**src/hw/rtl/quadrature_encoder_with_button_top_defines.svh**
```systemverilog
// ----------------------------------------------------------------------------
// Assertion macros for the quadrature encoder with button block
// Shared concurrent assertion forms, all reset-qualified.
// ----------------------------------------------------------------------------
`ifndef QUADRATURE_ENCODER_WITH_BUTTON_TOP_DEFINES_SVH
`define QUADRATURE_ENCODER_WITH_BUTTON_TOP_DEFINES_SVH

// Same-cycle implication
`define QEB_ASSERT_IMPL(lbl, clk, rst, ante, cons, msg) \
  lbl: assert property (@(posedge clk) disable iff (rst) (ante) |-> (cons)) \
    else $error(msg);

// Next-cycle implication
`define QEB_ASSERT_NEXT(lbl, clk, rst, ante, cons, msg) \
  lbl: assert property (@(posedge clk) disable iff (rst) (ante) |=> (cons)) \
    else $error(msg);

`endif

```
**src/hw/rtl/qeb_pkg.sv**
```systemverilog
// ----------------------------------------------------------------------------
// qeb_pkg
// Types, constants and the quadrature transition table for the encoder block.
// ----------------------------------------------------------------------------
`timescale 1ns / 1ps

package qeb_pkg;

  localparam int PENDING_BITS_DEF = 16;
  localparam int CFG_IDX_W        = 2;
  localparam int CFG_DATA_W       = 4;

  typedef logic [CFG_IDX_W-1:0] cfg_idx_t;

  localparam cfg_idx_t CFG_STEP_LATCH     = 2'd0;
  localparam cfg_idx_t CFG_MAX_STEPS      = 2'd1;
  localparam cfg_idx_t CFG_DIR_INVERT     = 2'd2;
  localparam cfg_idx_t CFG_DEBOUNCE_POLLS = 2'd3;

  localparam logic [2:0] STEP_LATCH_RST     = 3'd2;
  localparam logic [3:0] MAX_STEPS_RST      = 4'd1;
  localparam logic       DIR_INVERT_RST     = 1'b0;
  localparam logic [3:0] DEBOUNCE_POLLS_RST = 4'd2;

  typedef enum logic {
    OP_SAMPLE = 1'b0,
    OP_POLL   = 1'b1
  } op_t;

  typedef struct packed {
    logic [2:0] step_latch;
    logic [3:0] max_steps;
    logic       dir_invert;
    logic [3:0] debounce_polls;
  } cfg_t;

  typedef struct packed {
    logic       has_event;
    logic       btn_press;
    logic signed [4:0] steps;
  } result_t;

  // Gray-code transition: {prev, cur} -> +1 / -1 / 0
  function automatic logic signed [1:0] quad_delta(input logic [1:0] prev,
                                                   input logic [1:0] cur);
    logic signed [1:0] d;
    unique case ({prev, cur})
      4'b0001, 4'b0111, 4'b1110, 4'b1000: d = 2'sd1;
      4'b0010, 4'b1011, 4'b1101, 4'b0100: d = -2'sd1;
      default:                            d = 2'sd0;
    endcase
    return d;
  endfunction

endpackage

```
**src/hw/rtl/qeb_core.sv**
```systemverilog
// ----------------------------------------------------------------------------
// qeb_core
// Encoder state: transition accumulator, pending step count and button
// debounce. Updates on each fired item; poll result is combinational.
// ----------------------------------------------------------------------------
`timescale 1ns / 1ps
`include "quadrature_encoder_with_button_top_defines.svh"

module qeb_core #(
  parameter int PENDING_BITS = qeb_pkg::PENDING_BITS_DEF
) (
  input  logic              clk,
  input  logic              rst,
  input  logic              fire,
  input  qeb_pkg::op_t      op,
  input  logic [1:0]        ab_level,
  input  logic              button_level,
  input  qeb_pkg::cfg_t     cfg,
  output qeb_pkg::result_t  res
);

  localparam int PX = PENDING_BITS + 1;
  localparam logic signed [PENDING_BITS-1:0] PEND_MAX =
    {1'b0, {(PENDING_BITS-1){1'b1}}};
  localparam logic signed [PENDING_BITS-1:0] PEND_MIN_SAT =
    {1'b1, {(PENDING_BITS-2){1'b0}}, 1'b1};
  localparam logic signed [PENDING_BITS-1:0] PEND_MIN_RAW =
    {1'b1, {(PENDING_BITS-1){1'b0}}};

  logic [1:0]                      last_ab;
  logic signed [3:0]               transition_sum;
  logic signed [PENDING_BITS-1:0]  pending;
  logic                            raw_button;
  logic                            stable_button;
  logic [3:0]                      stable_poll_count;

  logic signed [1:0]               delta;
  logic [2:0]                      latch;
  logic signed [4:0]               latch_s;
  logic signed [4:0]               sum_ext;
  logic signed [4:0]               sum_adj;
  logic signed [3:0]               transition_sum_next;
  logic signed [1:0]               dir;
  logic signed [PENDING_BITS-1:0]  pend_sample;
  logic signed [PENDING_BITS-1:0]  pend_poll;
  logic signed [PENDING_BITS-1:0]  pending_next;
  logic signed [PX-1:0]            pend_x;
  logic signed [PX-1:0]            lim_x;
  logic signed [PX-1:0]            pend_dec;
  logic signed [PX-1:0]            pend_inc;
  logic signed [4:0]               steps;
  logic [4:0]                      steps_mag;
  logic                            raw_button_next;
  logic [3:0]                      stable_poll_count_next;
  logic                            stable_button_next;
  logic                            pressed;

  // ---- A/B sample path
  always_comb begin
    delta   = qeb_pkg::quad_delta(last_ab, ab_level);
    latch   = (cfg.step_latch == 3'd0) ? 3'd1 : cfg.step_latch;
    latch_s = signed'({2'b00, latch});
    sum_ext = signed'({transition_sum[3], transition_sum}) +
              signed'({{3{delta[1]}}, delta});
    sum_adj = sum_ext;
    dir     = 2'sd0;
    if (delta != 2'sd0) begin
      if (sum_ext >= latch_s) begin
        sum_adj = sum_ext - latch_s;
        dir     = 2'sd1;
      end else if (sum_ext <= -latch_s) begin
        sum_adj = sum_ext + latch_s;
        dir     = -2'sd1;
      end
    end
    transition_sum_next = sum_adj[3:0];
    if (cfg.dir_invert) begin
      dir = -dir;
    end
    pend_sample = pending;
    if (dir == 2'sd1 && pending != PEND_MAX) begin
      pend_sample = pending + PENDING_BITS'(1);
    end else if (dir == -2'sd1 && pending != PEND_MIN_SAT) begin
      pend_sample = pending - PENDING_BITS'(1);
    end
  end

  // ---- poll path: step release
  always_comb begin
    pend_x   = signed'({pending[PENDING_BITS-1], pending});
    lim_x    = signed'({{(PX-4){1'b0}}, cfg.max_steps});
    pend_dec = pend_x - lim_x;
    pend_inc = pend_x + lim_x;
    priority if (pend_x > lim_x) begin
      steps     = signed'({1'b0, cfg.max_steps});
      pend_poll = pend_dec[PENDING_BITS-1:0];
    end else if (pend_x < -lim_x) begin
      steps     = -signed'({1'b0, cfg.max_steps});
      pend_poll = pend_inc[PENDING_BITS-1:0];
    end else begin
      steps     = pend_x[4:0];
      pend_poll = '0;
    end
    steps_mag = steps[4] ? 5'(-steps) : 5'(steps);
  end

  // ---- poll path: button debounce
  // A press is reported in the poll that finds it, so no pending flag is kept.
  always_comb begin
    raw_button_next        = raw_button;
    stable_poll_count_next = stable_poll_count;
    if (button_level == raw_button) begin
      if (stable_poll_count < cfg.debounce_polls) begin
        stable_poll_count_next = stable_poll_count + 4'd1;
      end
    end else begin
      raw_button_next        = button_level;
      stable_poll_count_next = 4'd0;
    end
    stable_button_next = stable_button;
    pressed            = 1'b0;
    if (stable_poll_count_next >= cfg.debounce_polls &&
        stable_button != button_level) begin
      stable_button_next = button_level;
      pressed            = ~button_level;
    end
  end

  assign pending_next       = (op == qeb_pkg::OP_POLL) ? pend_poll : pend_sample;
  assign res.steps          = steps;
  assign res.btn_press      = pressed;
  assign res.has_event      = (steps != 5'sd0) || pressed;

  always_ff @(posedge clk) begin
    if (rst) begin
      last_ab           <= 2'b11;
      transition_sum    <= '0;
      pending           <= '0;
      raw_button        <= 1'b1;
      stable_button     <= 1'b1;
      stable_poll_count <= '0;
    end else if (fire) begin
      pending <= pending_next;
      if (op == qeb_pkg::OP_SAMPLE) begin
        last_ab        <= ab_level;
        transition_sum <= transition_sum_next;
      end else begin
        raw_button        <= raw_button_next;
        stable_button     <= stable_button_next;
        stable_poll_count <= stable_poll_count_next;
      end
    end
  end

  `QEB_ASSERT_IMPL(a_pend_sym, clk, rst, 1'b1, pending != PEND_MIN_RAW, "pending count out of range")
  `QEB_ASSERT_IMPL(a_sum_range, clk, rst, 1'b1, transition_sum != -4'sd8, "accumulator overflow")
  `QEB_ASSERT_IMPL(a_steps_lim, clk, rst, fire && op == qeb_pkg::OP_POLL, steps_mag <= {1'b0, cfg.max_steps}, "poll released too many steps")

endmodule

```
**src/hw/rtl/quadrature_encoder_with_button_top.sv**
```systemverilog
// ----------------------------------------------------------------------------
// quadrature_encoder_with_button_top
// Rotary quadrature decoder with detent latching and a debounced push button.
// ----------------------------------------------------------------------------
//  channel   | signals                 | carries
//  ----------+-------------------------+-------------------------------------
//  s_axis    | tvalid tready tdata tuser | sample (tuser=0) or poll (tuser=1)
//  m_axis    | tvalid tready tdata     | one result per poll, none per sample
//  cfg       | cfg_we cfg_addr cfg_data | register write, no read-back
//
//  One item per cycle, except while a poll waits. An item is captured in the
//  input register and processed from there; a poll result is loaded into the
//  result register at the end of the cycle in which the poll is processed.
//  Samples never stall. A poll waits in the input register only while the
//  result register holds a result that m_axis_tready does not take.
//  Reset is synchronous; no clearing pass.
// ----------------------------------------------------------------------------
`timescale 1ns / 1ps
`include "quadrature_encoder_with_button_top_defines.svh"

module quadrature_encoder_with_button_top #(
  parameter int PENDING_BITS = qeb_pkg::PENDING_BITS_DEF
) (
  input  logic                           clk,
  input  logic                           rst,
  input  logic                           s_axis_tvalid,
  output logic                           s_axis_tready,
  input  logic [7:0]                     s_axis_tdata,  // [1:0] ab_level, [2] button_level
  input  logic [0:0]                     s_axis_tuser,  // [0] op
  output logic                           m_axis_tvalid,
  input  logic                           m_axis_tready,
  output logic [7:0]                     m_axis_tdata,  // [4:0] steps, [5] btn_press,
                                                        // [6] has_event
  input  logic                           cfg_we,
  input  logic [qeb_pkg::CFG_IDX_W-1:0]  cfg_addr,
  input  logic [qeb_pkg::CFG_DATA_W-1:0] cfg_data
);

  qeb_pkg::cfg_t    cfg;
  logic             in_valid;
  qeb_pkg::op_t     in_op;
  logic [1:0]       in_ab;
  logic             in_btn;
  logic             out_valid;
  qeb_pkg::result_t out_res;
  qeb_pkg::result_t core_res;
  logic             fire;
  logic             poll_fire;

  assign fire          = in_valid &&
                         (in_op == qeb_pkg::OP_SAMPLE || !out_valid || m_axis_tready);
  assign poll_fire     = fire && in_op == qeb_pkg::OP_POLL;
  assign s_axis_tready = !in_valid || fire;

  always_ff @(posedge clk) begin
    if (rst) begin
      cfg.step_latch     <= qeb_pkg::STEP_LATCH_RST;
      cfg.max_steps      <= qeb_pkg::MAX_STEPS_RST;
      cfg.dir_invert     <= qeb_pkg::DIR_INVERT_RST;
      cfg.debounce_polls <= qeb_pkg::DEBOUNCE_POLLS_RST;
    end else if (cfg_we) begin
      unique case (cfg_addr)
        qeb_pkg::CFG_STEP_LATCH:     cfg.step_latch     <= cfg_data[2:0];
        qeb_pkg::CFG_MAX_STEPS:      cfg.max_steps      <= cfg_data[3:0];
        qeb_pkg::CFG_DIR_INVERT:     cfg.dir_invert     <= cfg_data[0];
        qeb_pkg::CFG_DEBOUNCE_POLLS: cfg.debounce_polls <= cfg_data[3:0];
        default: ;
      endcase
    end
  end

  // input register
  always_ff @(posedge clk) begin
    if (rst) begin
      in_valid <= 1'b0;
    end else if (s_axis_tready) begin
      in_valid <= s_axis_tvalid;
    end
    if (s_axis_tvalid && s_axis_tready) begin
      in_op  <= qeb_pkg::op_t'(s_axis_tuser[0]);
      in_ab  <= s_axis_tdata[1:0];
      in_btn <= s_axis_tdata[2];
    end
  end

  qeb_core #(
    .PENDING_BITS (PENDING_BITS)
  ) u_core (
    .clk          (clk),
    .rst          (rst),
    .fire         (fire),
    .op           (in_op),
    .ab_level     (in_ab),
    .button_level (in_btn),
    .cfg          (cfg),
    .res          (core_res)
  );

  // result register
  always_ff @(posedge clk) begin
    if (rst) begin
      out_valid <= 1'b0;
    end else if (poll_fire) begin
      out_valid <= 1'b1;
    end else if (m_axis_tready) begin
      out_valid <= 1'b0;
    end
    if (poll_fire) begin
      out_res <= core_res;
    end
  end

  assign m_axis_tvalid = out_valid;
  assign m_axis_tdata  = {1'b0, out_res.has_event, out_res.btn_press, out_res.steps};

  `QEB_ASSERT_NEXT(a_res_from_poll, clk, rst, !out_valid && !poll_fire, !out_valid, "result without a poll")
  `QEB_ASSERT_NEXT(a_poll_held, clk, rst, in_valid && in_op == qeb_pkg::OP_POLL && !fire, in_valid && in_op == qeb_pkg::OP_POLL, "stalled poll dropped")
  `QEB_ASSERT_NEXT(a_res_held, clk, rst, out_valid && !m_axis_tready, out_valid && $stable(m_axis_tdata), "stalled result changed")

endmodule

```
**config.mk**
```make
export PLATFORM = sky130hd
export DESIGN_NAME = quadrature_encoder_with_button_top
export DESIGN_NICKNAME = d
export VERILOG_FILES = /design/src/hw/rtl/qeb_pkg.sv /design/src/hw/rtl/qeb_core.sv /design/src/hw/rtl/quadrature_encoder_with_button_top.sv
export VERILOG_INCLUDE_DIRS = /design/src /design/src/hw/rtl
export SDC_FILE = /design/constraint.sdc
export NUM_CORES = 1
export LEC_CHECK = 0
export BUFFER_PORTS_ARGS = -buffer_cell sky130_fd_sc_hd__buf_4
export CAP_MARGIN = 25
export CORE_MARGIN = 2
export CORE_UTILIZATION = 30
export CTS_CLUSTER_SIZE = 16
export DETAILED_ROUTE_END_ITERATION = 6
export SYNTH_ARGS = -nofsm -noshare
export SYNTH_HDL_FRONTEND = slang
export SYNTH_SLANG_ARGS = --single-unit
```
**constraint.sdc**
```tcl
create_clock -name clk -period 7.3 [get_ports clk]
set_clock_uncertainty 0.15 [all_clocks]
set_input_delay 0 -clock clk [delete_from_list [all_inputs] [get_ports clk]]
set_output_delay 0 -clock clk [all_outputs]
set_load 0.01 [all_outputs]
```
==> metrics.md <==
| Metric | Value |
|---|---|
| Kind of critical path | `reg -> reg` |
| # Post-CTS Setup Buffers | `0` |
| Reg2reg path depth | `27` |
| Largest net degree at the start of global routing | `45` |
| Most frequent cells in the layout | `nor2_1, ha_1, nand2_1` |
| Synth top area cells | `ha_1, dfxtp_1, edfxtp_1` |
| Area share of the largest cell type after synthesis | `0.167` |
| Slew margin rel. | `0.501` |
| Die Ht | `134 µm` |
| Vias/cell | `5.09` |
| IO Count | `30` |
| Switching share of power | `0.429` |
| Initial core utilization | `0.307` |
| Layout area overhead | `13.3%` |
| GRT Resource Usage Total | `0.141` |
| Setup violations, final | `0` |
| Post-synth cell types | `74` |
| Clock power frac | `0.205` |
| Worst slew pin tran | `~750 ps` |
| CP Capture Type | `flop` |
| Comb power frac | `0.527` |
| Multi-input logic area | `3630 µm²` |
| CTS tree | `built` |
| Worst skew pair latency | `310 ps` |
| Total Wirelength | `12.0 mm` |
| F_max | `around 160 MHz` |
| Synth Instances | `627` |
| Total Nets Final | `742` |
| # diodes | `0` |
| Deepest clock path buffer count | `2` |
| Final hold slack | `between 200 and 300 ps` |
| Power Total | `1.36 mW` |
| Placed wire-length estimate | `9.03 mm` |
| DRC | `0` |
| Critical Path Fanout Max | `13` |
| P per Cell Area | `between 200 and 250 nW/µm²` |
| Vias | `around 4.4k` |
| Initial antenna violation count | `0` |
| # rows | `47` |
| CTS sink count | `53` |
| Worst flop-to-flop path endpoint | `u_core.pending[15]$_SDFFE_PP0P_` |
| # resized after CTS | `0` |
| Setup TNS | `0 ps` |
| Drt first pass iters | `4` |
| Final hold vios | `0` |
| Synth warn | `0` |
| Post-synth EDFFs | `11` |
| Switching power | `0.584 mW` |
| Mean post-synth cell area | `8.13 µm²` |
| Worst path required time | `7380 ps` |
| Top cell type by total area after synthesis | `ha_1` |
| Status | `finished, final reports clean` |
| Share of layout cells above drive strength 1 | `0.0909` |
| Dpl ws | `972 ps` |
| #FFs+latches synth | `53` |
| Port-buffer cells | `23` |
| Critical path launch point | `in_ab[0]$_DFFE_PP_` |
| Final period util | `0.865` |
| Post-route ant nets | `0` |
| Async set-reset flop share out of synthesis | `0` |
| Internal power | `about 0.78 mW` |
| Placement Cell Area | `5420 µm²` |
| H-tree levels | `2` |
| Core Area | `16,600 µm²` |
| CP endpoint | `u_core.pending[15]$_SDFFE_PP0P_` |
| Sequential power share | `0.269` |
| # fillers | `between 1.5k and 2k` |
| Final WS setup | `983 ps` |
| Inst Count DP | `843` |
| Initial DRC count | `205` |
| First-pass GRT wire length | `20.9 mm` |
| Hold Path Class | `in -> reg` |
| Seq/Total Area, Yosys | `0.230` |
| Gr ovfl total | `0` |
| Die width | `134 µm` |
| CTS clk-pin slew, worst paths | `80 ps` |
| Final min period | `6320 ps` |
| Most common cell after layout, fill and taps aside | `nor2_1` |
| GP Congestion | `0.835` |
| RR Startpoint | `in_ab[0]$_DFFE_PP_` |
| Vias in the first global route | `4,336` |
| Max Cap Violations | `0` |
| Mapped Area | `5090 µm²` |
| Final Core Density | `0.348` |
| Post-Layout Cell Count | `869` |
| Register area | `1170 µm²` |
| Die ar. | `18,000 µm²` |
| Unrepaired setup endpoints after global routing | `false` |
| WL/cell | `13.8 µm` |
| Slew Limit Fails | `0` |
| Top FF cell, synth | `dfxtp_1` |
| CTS Hold Bufs | `18` |
| Design area | `around 5800 µm²` |
| CTS root buf | `clkbuf_16` |
| Reg2reg setup slack | `980 ps` |
| WP data arrival | `6400 ps` |
| Worst vdd ir | `between 0.1 and 0.15 mV` |
| Startpoint types | `flop` |
| Leak pwr | `2.44 nW` |
| Cts bufs inserted | `5` |
layout make-up:
type                       count  area share
clock buffer                   6      0.0260
clock inverter                 2     0.00347
inverter                      39      0.0254
multi-input combinational    504       0.628
sequential                    53       0.203
tap                          220      0.0477
timing repair buffer          45      0.0663
layer usage:
metal  track usage  vias to the layer above  part of all wire
met4        0.0596                        0             0.020
met5             0                        -                 0
met1         0.186                     2027              0.48
met2         0.231                       64              0.47
li1              -                     2319                 -
met3        0.0189                       14             0.031
logic make-up (layout without fill, tap and decap cells):
kind of cell,Yosys count,count (layout),share of synthesized area
AOI/OAI and AO/OA,178,178,0.245
xor gates and xnor gates,26,26,0.0462
adders and majority gates,75,75,0.193
buffers and inverters,71,92,0.0592
DFF,53,53,0.230
muxes,15,15,0.0319
other,1,2,0.000736
and+or+nand+nor,208,208,0.194
synth_stat cells (4+ instances only):
cell / number
a211o_1: 6
a211oi_1: 13
a21o_1: 13
a21oi_1: 45
a31oi_1: 9
and3_1: 4
clkbuf_1: 23
dfxtp_1: 42
edfxtp_1: 11
fa_1: 6
ha_1: 68
inv_1: 39
mux2i_1: 14
nand2_1: 49
nand2b_1: 13
nand3_1: 16
nand4_1: 4
nor2_1: 70
nor2b_1: 10
nor3_1: 15
nor4_1: 6
o211ai_1: 6
o21ai_0: 30
o221ai_1: 4
o22ai_1: 5
o31ai_1: 6
xnor2_1: 14
xor2_1: 11
worst min-delay path by stage:
stage	startpoint	to	depth (start not counted)
6_report	s_axis_tdata[1]	in_ab[1]$_DFFE_PP_	2
5_1_grt	s_axis_tdata[1]	in_ab[1]$_DFFE_PP_	2
4_1_cts	s_axis_tdata[0]	in_ab[0]$_DFFE_PP_	2
3_5_place_dp	s_axis_tdata[1]	in_ab[1]$_DFFE_PP_	1
3_3_place_gp	s_axis_tdata[1]	in_ab[1]$_DFFE_PP_	1
2_1_floorplan	s_axis_tdata[0]	in_ab[0]$_DFFE_PP_	0
state kept, by name (all words and copies together) (netlist names):
register                  flops
m_axis_tdata                  7
u_core.last_ab                2
u_core.raw_button             1
u_core.transition_sum         4
in_ab                         2
m_axis_tvalid                 1
in_op                         1
cfg                          12
in_btn                        1
u_core.stable_poll_count      4
u_core.pending               16
u_core.stable_button          1
in_valid                      1
power by group through the flow:
stage          clock [mW]  sequential (mW)  combinational [mW]
6_report            0.279            0.366               0.717
5_1_grt             0.300            0.370               0.816
4_1_cts             0.291            0.366               0.717
3_5_place_dp            0            0.373               0.705
3_3_place_gp            0            0.372               0.701
2_1_floorplan           0            0.352               0.578
critical path, stage by stage (launching register included):
cell	delay (ps)
edfxtp_1	440
inv_1	110
ha_1	250
xnor2_1	140
xnor2_1	230
ha_1	220
inv_1	60
fa_1	400
xnor2_1	400
ha_1	300
and2_1	150
o21ai_0	70
a32o_1	180
maj3_1	250
nand2_1	100
a21oi_2	290
inv_1	130
buf_4	210
ha_1	330
o21ai_0	120
o21ai_1	140
a211oi_2	310
o31ai_1	130
and3_1	220
a221oi_1	350
xor2_1	220
o21ai_0	120
a221oi_2	230
Note: power is estimated with default switching activity, not from simulation.
